===== src/sv/psd_frac_div.sv =====
// ----------------------------------------------------------------------------
// psd_frac_div
// pipelined restoring divider, one quotient bit per stage, num < den
// ----------------------------------------------------------------------------
module psd_frac_div #(
  parameter int NUM_W  = 52,
  parameter int STEPS  = 16,
  parameter int SIDE_W = 8
) (
  input  logic              clk,
  input  logic              rst,
  input  logic              en,
  input  logic              in_valid,
  input  logic [NUM_W-1:0]  num,
  input  logic [NUM_W-1:0]  den,
  input  logic [SIDE_W-1:0] side_in,
  output logic              out_valid,
  output logic [STEPS-1:0]  quot,
  output logic [SIDE_W-1:0] side_out
);

  logic [NUM_W-1:0]  rem_q  [STEPS-1];
  logic [NUM_W-1:0]  den_q  [STEPS-1];
  logic [STEPS-1:0]  quot_q [STEPS];
  logic [SIDE_W-1:0] side_q [STEPS];
  logic              vld_q  [STEPS];

  for (genvar k = 0; k < STEPS; k++) begin : g_step
    logic [NUM_W-1:0]  rem_in;
    logic [NUM_W-1:0]  den_in;
    logic [STEPS-1:0]  quot_in;
    logic [SIDE_W-1:0] side_k;
    logic              vld_in;
    logic [NUM_W:0]    trial;
    logic              take;

    if (k == 0) begin : g_first
      assign rem_in  = num;
      assign den_in  = den;
      assign quot_in = '0;
      assign side_k  = side_in;
      assign vld_in  = in_valid;
    end else begin : g_next
      assign rem_in  = rem_q[k-1];
      assign den_in  = den_q[k-1];
      assign quot_in = quot_q[k-1];
      assign side_k  = side_q[k-1];
      assign vld_in  = vld_q[k-1];
    end

    // shifted remainder against the divisor
    assign trial = {rem_in, 1'b0};
    assign take  = trial >= {1'b0, den_in};

    always_ff @(posedge clk) begin
      if (rst) begin
        vld_q[k] <= 1'b0;
      end else if (en) begin
        vld_q[k] <= vld_in;
      end
    end

    always_ff @(posedge clk) begin
      if (en) begin
        quot_q[k] <= {quot_in[STEPS-2:0], take};
        side_q[k] <= side_k;
      end
    end

    if (k < STEPS-1) begin : g_carry
      always_ff @(posedge clk) begin
        if (en) begin
          rem_q[k] <= take ? NUM_W'(trial - {1'b0, den_in}) : trial[NUM_W-1:0];
          den_q[k] <= den_in;
        end
      end
    end
  end

  assign out_valid = vld_q[STEPS-1];
  assign quot      = quot_q[STEPS-1];
  assign side_out  = side_q[STEPS-1];

endmodule


===== config.mk =====
export PLATFORM = sky130hd
export DESIGN_NAME = psd_frac_div
export DESIGN_NICKNAME = d
export VERILOG_FILES = /design/src/sv/psd_frac_div.sv
export SDC_FILE = /design/constraint.sdc
export NUM_CORES = 2
export LEC_CHECK = 0
export BUFFER_PORTS_ARGS = -buffer_cell sky130_fd_sc_hd__buf_2
export CAP_MARGIN = 40
export CORE_ASPECT_RATIO = 0.5
export CORE_MARGIN = 2
export CORE_UTILIZATION = 45
export DETAILED_ROUTE_END_ITERATION = 10
export GPL_ROUTABILITY_DRIVEN = 0
export PLACE_DENSITY = 0.63
export SYNTH_ARGS = -nofsm -noshare
export SYNTH_HDL_FRONTEND = slang
export SYNTH_SLANG_ARGS = --single-unit

===== constraint.sdc =====
create_clock -name clk -period 3.97 [get_ports clk]
set_input_delay 0 -clock clk [delete_from_list [all_inputs] [get_ports clk]]
set_output_delay 0 -clock clk [all_outputs]
set_load 0.01 [all_outputs]

==> out/qor.yml <==
outcome:
  outcome: "completed"
drt:
  drt_drc_violations_left: 0
  ant_nets: 0
  drtIter0Drc: 6029
  drt-pass1-iter-count: 6
  wl_mm: 260
  wl_per_cell_um: 17.6
  vias_per_cell: 5.49
  vias: 81353
clock_tree:
  clkSinkCount: 1840
  clkTransAtPathRegs_ps: 60
  cts_buffer_depth: 4
  cts_tree: "yes"
  numCtsBuffers: 184
  worstSkewPairLatency_ps: 850
  htree_levels: 4
  cts_root_buf: "clkbuf_16"
critical_path:
  cp_data_required_time_ps: 4610
  cp.buffers_inverters: 0
  crit_top_cell: "o311a_1"
  slowest_delay_ps: 550
  cp_top_family: "compound AO/OA/AOI/OAI gates"
  worstPathArrival_ps: 4550
  cpMaxStageDelayCell: "or4b_4"
  crit_type: "register to register"
  path_cells: "fa_2, nor2b_4, o31a_1, o311a_1, o211ai_2, a21oi_2, o311a_1, or4b_4, a21o_1, a31o_4, nor3b_1, o41ai_2"
  end_kind: "register"
  critPathLaunchType: "register"
  cp_max_fo: 5
final_layout:
  final_nets: 12391
  area_growth_pct: 14.7
  final_core_util: 0.521
  fin_cells: 14812
  drive_above_1_share: 0.105
  multiInputGateArea_sq_um: 51000
  regArea_sq_um: 55300
  num-fill-cells: 21397
global_route:
  antenna_found_initial: 2
  grt_pass1_vias: 77931
  grt.overflow.total: 0
  grt_max_degree: 170
  grt_use_total: 0.200
  grt_pass1_wl_mm: 410
synth:
  synthDistinctLibCells: 89
  netlist_instances: 10787
  yosys_warnings: 0
  synthArstFlopShare: 0
  synth.avg_cell_area_sq_um: 10.3
  synth-seq-area-share: 0.497
  synth_area_sq_um: 111000
  synthFlopType: "edfxtp_1"
  synth_edf_count: 1840
  synth_fp_nets: 11749
  ys_seq_elements: 1840
floorplan:
  die_h_um: 356
  start_util: 0.455
  num_rows: 128
  die_area_sq_um: 251000
  core-area_sq_um: 245000
  io_pins: 141
  dieWidth_um: 707
sta:
  hold_viol_final: 0
  tightest_slew_ps: 926
  period_share: 0.985
  slew_headroom: 0.382
  post-route-min-period_ps: 3910
  max_freq_mhz: 256
  setup_viol_count_final: 0
  skew_ps: 45.2
  slew_violations: 0
place:
  place_inst: 14216
  hpwl_mm: 196
  port_buffers: 140
power_and_ir_drop:
  vdd_drop_max_mv: 0.361
  p_leak_nw: 52.5
  power-per-cell-area_nw_per_um2: 795
worst_hold_path:
  min_path_type: "input pin to register"
flow_run:
  drv_cap: 0
==> cells in the final DEF (no fill, tap or decap), drive strengths merged, types with 37 or more instances in the layout <==
cell type,count
clkbuf,217
clkinv,75
buf,621
and3,61
nand2b,93
a21boi,37
nand3,136
a31oi,93
o211ai,44
nor2b,96
inv,1058
xor2,267
xnor2,438
a211oi,62
dlygate4sd3,249
a21o,445
edfxtp,1840
o21ai,761
and2,65
ha,831
o21bai,158
a21oi,1104
nand4,240
nand2,881
o21a,99
mux2,178
nor2,696
nor3,134
o31ai,81
==> cell usage after synthesis (62+ instances only) <==
| master | number | area, sq um |
|---|---|---|
| nor3_1 | 134 | 671 |
| nand2b_1 | 93 | 582 |
| a21oi_1 | 1101 | 5510 |
| and2_1 | 63 | 394 |
| inv_1 | 1057 | 3970 |
| nand4_1 | 240 | 1500 |
| nand2_1 | 881 | 3310 |
| edfxtp_1 | 1840 | 55300 |
| o21a_1 | 99 | 743 |
| o31ai_1 | 80 | 601 |
| xnor2_1 | 438 | 3840 |
| mux2_2 | 173 | 1950 |
| nand3_1 | 136 | 681 |
| clkbuf_1 | 344 | 1290 |
| xor2_1 | 267 | 2340 |
| a21o_1 | 445 | 3340 |
| a211oi_1 | 62 | 465 |
| o21bai_1 | 158 | 1190 |
| nor2b_1 | 95 | 594 |
| o21ai_0 | 749 | 3750 |
| ha_1 | 831 | 10400 |
| a31oi_1 | 93 | 582 |
| nor2_1 | 696 | 2610 |
==> tightest hold or removal path: stages <==
cell and delay [ps]:
dlygate4sd3_1 530, buf_2 110, nand2_1 40, o21ai_0 80
==> through the flow <==
stage          total power (W)  hold WS [ps]  setup WS, ps  setup TNS (ps)  instance area, sq um
6_report                 0.101          53.3          59.6               0                128000
5_1_grt                  0.109          32.7         -11.3           -32.5                128000
4_1_cts                  0.100          2.23          6.95               0                127000
3_5_place_dp            0.0823           179          -223           -6510                118000
3_3_place_gp            0.0816           177          -244           -1600                118000
2_1_floorplan           0.0679          98.9           378               0                111000
==> flip-flops by register name, summed over array words and instances (netlist names) <==
signal  cells
den_q     780
quot_q    136
rem_q     780
side_q    128
vld_q      16
==> cells by family after synthesis <==
logic type	share of synthesized area
AOI/OAI and AO/OA	0.175
xor gates and xnor gates	0.0555
adders and majority gates	0.0962
buffers and inverters	0.0505
DFF	0.497
muxes	0.0187
and+or+nand+nor	0.107
==> timing repair <==
action	in CTS	in global routing
hold endpoints to repair	704	0
gates resized for setup	17	96
endpoints found under the setup margin	147	553
gates cloned	0	6
hold buffers	249	0
pin swaps	3	33
buffers inserted	0	22
==> where the power goes <==
part           leakage (nW)  total [W]  switching (W)  internal (W)
registers              18.0     0.0325        0.00333        0.0291
clock network          2.85     0.0172        0.00738       0.00984
logic                  31.7     0.0517         0.0289        0.0229
total                  52.5      0.101         0.0396        0.0618
==> per-layer routing <==
metal  up-vias  global-route usage  routed length (um)
met4         0              0.0895               13300
met2      2761               0.309              111000
li1      40573                   -                   -
met1     37371               0.284              122000
met3       648              0.0237               14100
met5         -                   0                   0
==> worst paths after layout <==
check | from | cells past startpoint | slack [ps] | end
worst max-delay path | den_q[0][0]$_DFFE_PP_ | 12 | 60 | rem_q[0][102]$_DFFE_PP_
worst min-delay path | num[48] | 4 | 50 | rem_q[0][49]$_DFFE_PP_
worst max register to register | den_q[0][0]$_DFFE_PP_ | 12 | 60 | rem_q[0][102]$_DFFE_PP_
worst min register to register | quot_q[12][6]$_DFFE_PP_ | 0 | 410 | quot_q[13][7]$_DFFE_PP_
==> area by class of cell <==
type | instances | area share
inverter | 1058 | 0.0311
multi-input combinational | 7471 | 0.400
timing repair buffer | 874 | 0.0580
tap | 3250 | 0.0319
clock inverter | 104 | 0.00787
clock buffer | 213 | 0.0376
antenna | 2 | 0.0000392
sequential | 1840 | 0.433
(Power assumes the default switching activity.)
