[src/sv/psd_isqrt.sv]
// ----------------------------------------------------------------------------
// psd_isqrt
// pipelined integer square root, one root bit per stage
// ----------------------------------------------------------------------------
module psd_isqrt #(
  parameter int ROOT_W = 26,
  parameter int SIDE_W = 8
) (
  input  logic                clk,
  input  logic                rst,
  input  logic                en,
  input  logic                in_valid,
  input  logic [2*ROOT_W-1:0] radicand,
  input  logic [SIDE_W-1:0]   side_in,
  output logic                out_valid,
  output logic [ROOT_W-1:0]   root,
  output logic [SIDE_W-1:0]   side_out
);

  localparam int REM_W = ROOT_W + 2;
  localparam int RAD_W = 2 * ROOT_W;

  logic [REM_W-1:0]  rem_q  [ROOT_W-1];
  logic [RAD_W-1:0]  rad_q  [ROOT_W-1];
  logic [ROOT_W-1:0] root_q [ROOT_W];
  logic [SIDE_W-1:0] side_q [ROOT_W];
  logic              vld_q  [ROOT_W];

  for (genvar k = 0; k < ROOT_W; k++) begin : g_step
    logic [REM_W-1:0]  rem_in;
    logic [RAD_W-1:0]  rad_in;
    logic [ROOT_W-1:0] root_in;
    logic [SIDE_W-1:0] side_k;
    logic              vld_in;
    logic [REM_W+1:0]  cur;
    logic [REM_W+1:0]  trial;
    logic              take;

    if (k == 0) begin : g_first
      assign rem_in  = '0;
      assign rad_in  = radicand;
      assign root_in = '0;
      assign side_k  = side_in;
      assign vld_in  = in_valid;
    end else begin : g_next
      assign rem_in  = rem_q[k-1];
      assign rad_in  = rad_q[k-1];
      assign root_in = root_q[k-1];
      assign side_k  = side_q[k-1];
      assign vld_in  = vld_q[k-1];
    end

    // bring down the next bit pair, try root*4+1
    assign cur   = {rem_in, rad_in[RAD_W-1 -: 2]};
    assign trial = {2'b00, root_in, 2'b01};
    assign take  = cur >= trial;

    always_ff @(posedge clk) begin
      if (rst) begin
        vld_q[k] <= 1'b0;
      end else if (en) begin
        vld_q[k] <= vld_in;
      end
    end

    always_ff @(posedge clk) begin
      if (en) begin
        root_q[k] <= {root_in[ROOT_W-2:0], take};
        side_q[k] <= side_k;
      end
    end

    if (k < ROOT_W-1) begin : g_carry
      always_ff @(posedge clk) begin
        if (en) begin
          rem_q[k] <= take ? REM_W'(cur - trial) : cur[REM_W-1:0];
          rad_q[k] <= {rad_in[RAD_W-3:0], 2'b00};
        end
      end
    end
  end

  assign out_valid = vld_q[ROOT_W-1];
  assign root      = root_q[ROOT_W-1];
  assign side_out  = side_q[ROOT_W-1];

endmodule

[config.mk]
export PLATFORM = sky130hd
export DESIGN_NAME = psd_isqrt
export DESIGN_NICKNAME = d
export VERILOG_FILES = /design/src/sv/psd_isqrt.sv
export SDC_FILE = /design/constraint.sdc
export NUM_CORES = 2
export LEC_CHECK = 0
export ABC_CLOCK_PERIOD_IN_PS = 8550
export BUFFER_PORTS_ARGS = -buffer_cell sky130_fd_sc_hd__buf_2
export CAP_MARGIN = 20
export CORE_AREA = 3 3 300 597
export CTS_CLUSTER_DIAMETER = 120
export CTS_CLUSTER_SIZE = 20
export DETAILED_ROUTE_END_ITERATION = 7
export DIE_AREA = 0 0 303 600
export PLACE_DENSITY_LB_ADDON = 0.3
export SKIP_LAST_GASP = 1
export SLEW_MARGIN = 20
export SYNTH_ARGS = -nofsm -noshare
export SYNTH_HDL_FRONTEND = slang
export SYNTH_SLANG_ARGS = --single-unit
[constraint.sdc]
create_clock -name clk -period 8.55 [get_ports clk]
set_clock_uncertainty 0.15 [all_clocks]
set_input_delay 1.71 -clock clk [delete_from_list [all_inputs] [get_ports clk]]
set_output_delay 1.71 -clock clk [all_outputs]
set_load 0.05 [all_outputs]
==> flow_metrics.env <==
export IMPL_status="completed"
export IMPL_cp_slowest_stage_delay_ns=0.69
export IMPL_ys_top_cells_by_count="1897 x edfxtp_1, 451 x inv_1, 448 x nand2_1, 379 x ha_1, 344 x nor2_1"
export IMPL_powerDensity_nw_per_um2=236
export IMPL_pwr_share_comb_pct=18.9
export IMPL_cts_tree="yes"
export IMPL_drive_gt1_share_pct=5.48
export IMPL_critPathLaunch="rem_q[2][140]$_DFFE_PP_"
export IMPL_arrival_ns=5.06
export IMPL_worstHoldEndpoint="rad_q[23][48]$_DFFE_PP_"
export IMPL_die_h_um=600
export IMPL_intPower_w=0.0153
export IMPL_crit_top_cell="buf_4"
export IMPL_vias=47900
export IMPL_r2r_cells=13
export IMPL_synth_area_um2=83800
export IMPL_worstSetupStartpointType="flop"
export IMPL_antenna_found_initial=4
export IMPL_grt_pass1_wl_mm=274
export IMPL_dp_slack_ns=3.91
export IMPL_start_util_pct=47.9
export IMPL_syn_area_per_cell_um2=13.7
export IMPL_swShare_pct=28.0
export IMPL_slew_headroom_pct=20.8
export IMPL_path_cells="ha_1 -> nor2b_1 -> o31a_1 -> o41ai_1 -> a31oi_1 -> or2_1 -> a21oi_1 -> o31ai_1 -> buf_4 -> a211oi_4 -> buf_4 -> a2111oi_0 -> xor2_1"
export IMPL_area_growth_pct=7.57
export IMPL_wire_per_inst_um=21.1
export IMPL_tns_ns=0
export IMPL_first_global_vias=50700
export IMPL_syn_inst=6121
export IMPL_final_cells=8579
export IMPL_crit_required_ns=8.85
export IMPL_ios=99
export IMPL_finalWirelength_mm=181
export IMPL_cp_end_kind="flop"
export IMPL_cts_htree_levels=3
export IMPL_ys_warn_count=0
export IMPL_critPathKind="flop to flop"
export IMPL_post_place_cells=8460
export IMPL_hold_viol=0
export IMPL_via_per_inst=5.58
export IMPL_final_setup_viol_count=0
export IMPL_ant_nets=0
export IMPL_synth_top_area_share_pct=68.0
export IMPL_synth_area_leader_cell="edfxtp_1"
export IMPL_clkPwrFrac_pct=23.9
export IMPL_drc=0
export IMPL_maxCapViolCount=0
export IMPL_die_w_um=303
export IMPL_holdWs_ns=0.251
export IMPL_routabilityCongestion=1.01
export IMPL_p_sw_w=0.00596
export IMPL_clock_fmax_mhz=210
export IMPL_synth_net_count=6564
export IMPL_ys_seq_area_share_pct=68.0
export IMPL_placed_area_um2=87300
export IMPL_fin_ws_ns=3.79
export IMPL_r2r_setup_slack_ns=3.79
export IMPL_drtIter0Drc=2469
export IMPL_cts_root_buf="clkbuf_16"
export IMPL_cts_setup_buffers=0
export IMPL_synthTopCellsByArea="edfxtp_1 68%, ha_1 5.7%, xor2_1 2.9%"
export IMPL_num_rows=217
export IMPL_fillers=14800
export IMPL_clk_pin_slew_ns=0.09
export IMPL_worst_pin_slew_ns=1.19
export IMPL_min_path_cells=0
export IMPL_final_nets=6711
export IMPL_ys_async_sr_fraction_pct=0
export IMPL_drv_slew=0
export IMPL_cts_resized_gates=0
export IMPL_cts_made_buffers=104
export IMPL_fp_coreArea_um2=175000
export IMPL_io_buffer_count=98
export IMPL_synth_cell_type_count=84
export IMPL_vdd_drop_max_mv=0.248
export IMPL_clockBufferDepth=3
export IMPL_rr_endpoint="rem_q[2][193]$_DFFE_PP_"
export IMPL_overflow=0
export IMPL_hp_class="flop to flop"
export IMPL_p_leak_nw=33.5
export IMPL_cts_sink_count=1897
export IMPL_hpwl_mm=134
export IMPL_seqPwrFrac_pct=57.2
export IMPL_cts_hold_buf=0
export IMPL_die_area_um2=182000
export IMPL_slowest_stage="o41ai_1"
export IMPL_rsz0062_at_grt="no"
export IMPL_fin_crit_sh_pct=55.6
export IMPL_timing_rr_start="rem_q[2][140]$_DFFE_PP_"
export IMPL_worst_path_max_fanout=51
export IMPL_grt_usage_pct=19.9
export IMPL_min_delay_start="rad_q[22][46]$_DFFE_PP_"
export IMPL_layout_min_cycle_time_ns=4.76
export IMPL_ys_seq_elements=1897
export IMPL_finish_instance_area_um2=90100
export IMPL_synth_edff_count=1897
export IMPL_clk_latency_ns=0.78
export IMPL_drtPass1Iterations=5
export IMPL_ys_flop_type="edfxtp_1"
export IMPL_grt_max_degree=205
export IMPL_synth_most_common_cell="edfxtp_1"
[per-layer routing]
metal	share of wire [%]	GRT usage [%]
met2	61	42.9
met4	8.9	15.6
met1	27	14.4
met5	0	0
met3	2.5	2.28
[state kept, by name, indices dropped and copies added (netlist names)]
name / cells
rem_q: 662
rad_q: 650
root_q: 351
side_q: 208
vld_q: 26
[how the worst max path moves through the flow]
stage	slack (ns)	end	depth (start not counted)
global route	3.50	rem_q[2][195]$_DFFE_PP_	13
finish	3.79	rem_q[2][193]$_DFFE_PP_	13
global placement	3.83	rem_q[2][195]$_DFFE_PP_	13
detailed placement	3.91	rem_q[2][195]$_DFFE_PP_	13
floorplan	5.04	rem_q[3][27]$_DFFE_PP_	12
CTS	3.85	rem_q[2][195]$_DFFE_PP_	13
[logic make-up after synthesis]
kind of cell             share of synthesized area (%)
AO/OA/AOI/OAI                                     8.28
XOR/XNOR                                          5.59
adder cells (fa/ha/maj)                           5.66
buffers and inverters                             2.50
flip-flops                                        68.0
multiplexers                                     0.729
other                                          0.00447
AND/OR/NAND/NOR                                   9.27
[final cells by class]
type                    instances  area (µm²)  area share [%]
clock inverters                 7         175           0.194
well taps                    2299        2880            3.19
repair buffers                137         943            1.05
inverters                     459        1720            1.91
flip-flops and latches       1897       57000            63.2
clock buffers                 105        2630            2.91
multi-input cells            3669       24800            27.5
diodes                          6        15.0          0.0167
[cell usage in the layout (no fill, tap or decap), types with 20 or more instances in the layout]
cell,instances
nor4_1,66
o21ai_0,256
nand3_1,97
nor2_1,343
ha_1,379
or4_1,46
nor2b_1,57
or2_2,20
mux2_2,28
and3_1,28
inv_1,451
o21a_1,64
a211oi_1,35
buf_4,28
xor2_1,275
xnor2_1,260
o21bai_1,26
o21ai_1,94
clkbuf_16,105
a21oi_1,334
nand2b_1,94
o31ai_1,36
edfxtp_1,1897
nand4_1,49
nand2_1,448
o211ai_1,21
and2_1,41
or3_1,57
buf_2,97
nor3_1,136
a21o_1,116
a31oi_1,35
[stage by stage]
step,util (%),power (W)
floorplan,-,0.0149
global placement,49.8,0.0162
detailed placement,49.8,0.0164
CTS,51.4,0.0215
global route,51.5,0.0223
finish,51.5,0.0213
[power by group through the flow]
| stage | Sequential, W | Clock [W] | Combinational (W) |
|---|---|---|---|
| 3_5_place_dp | 0.0124 | 0 | 0.00399 |
| 4_1_cts | 0.0122 | 0.00531 | 0.00400 |
| 3_3_place_gp | 0.0124 | 0 | 0.00388 |
| 2_1_floorplan | 0.0121 | 0 | 0.00279 |
| 5_1_grt | 0.0123 | 0.00560 | 0.00444 |
| 6_report | 0.0122 | 0.00510 | 0.00402 |
[critical path, delay by kind of cell (launching register included)]
kind	cells	cell delay (ns)
AO/OA/AOI/OAI	7	2.20
XOR/XNOR	1	0.19
adder cells (fa/ha/maj)	1	0.37
buffers and inverters	2	0.67
flip-flops	1	0.40
AND/OR/NAND/NOR	2	0.45
Power figures use the tool's default switching activity.
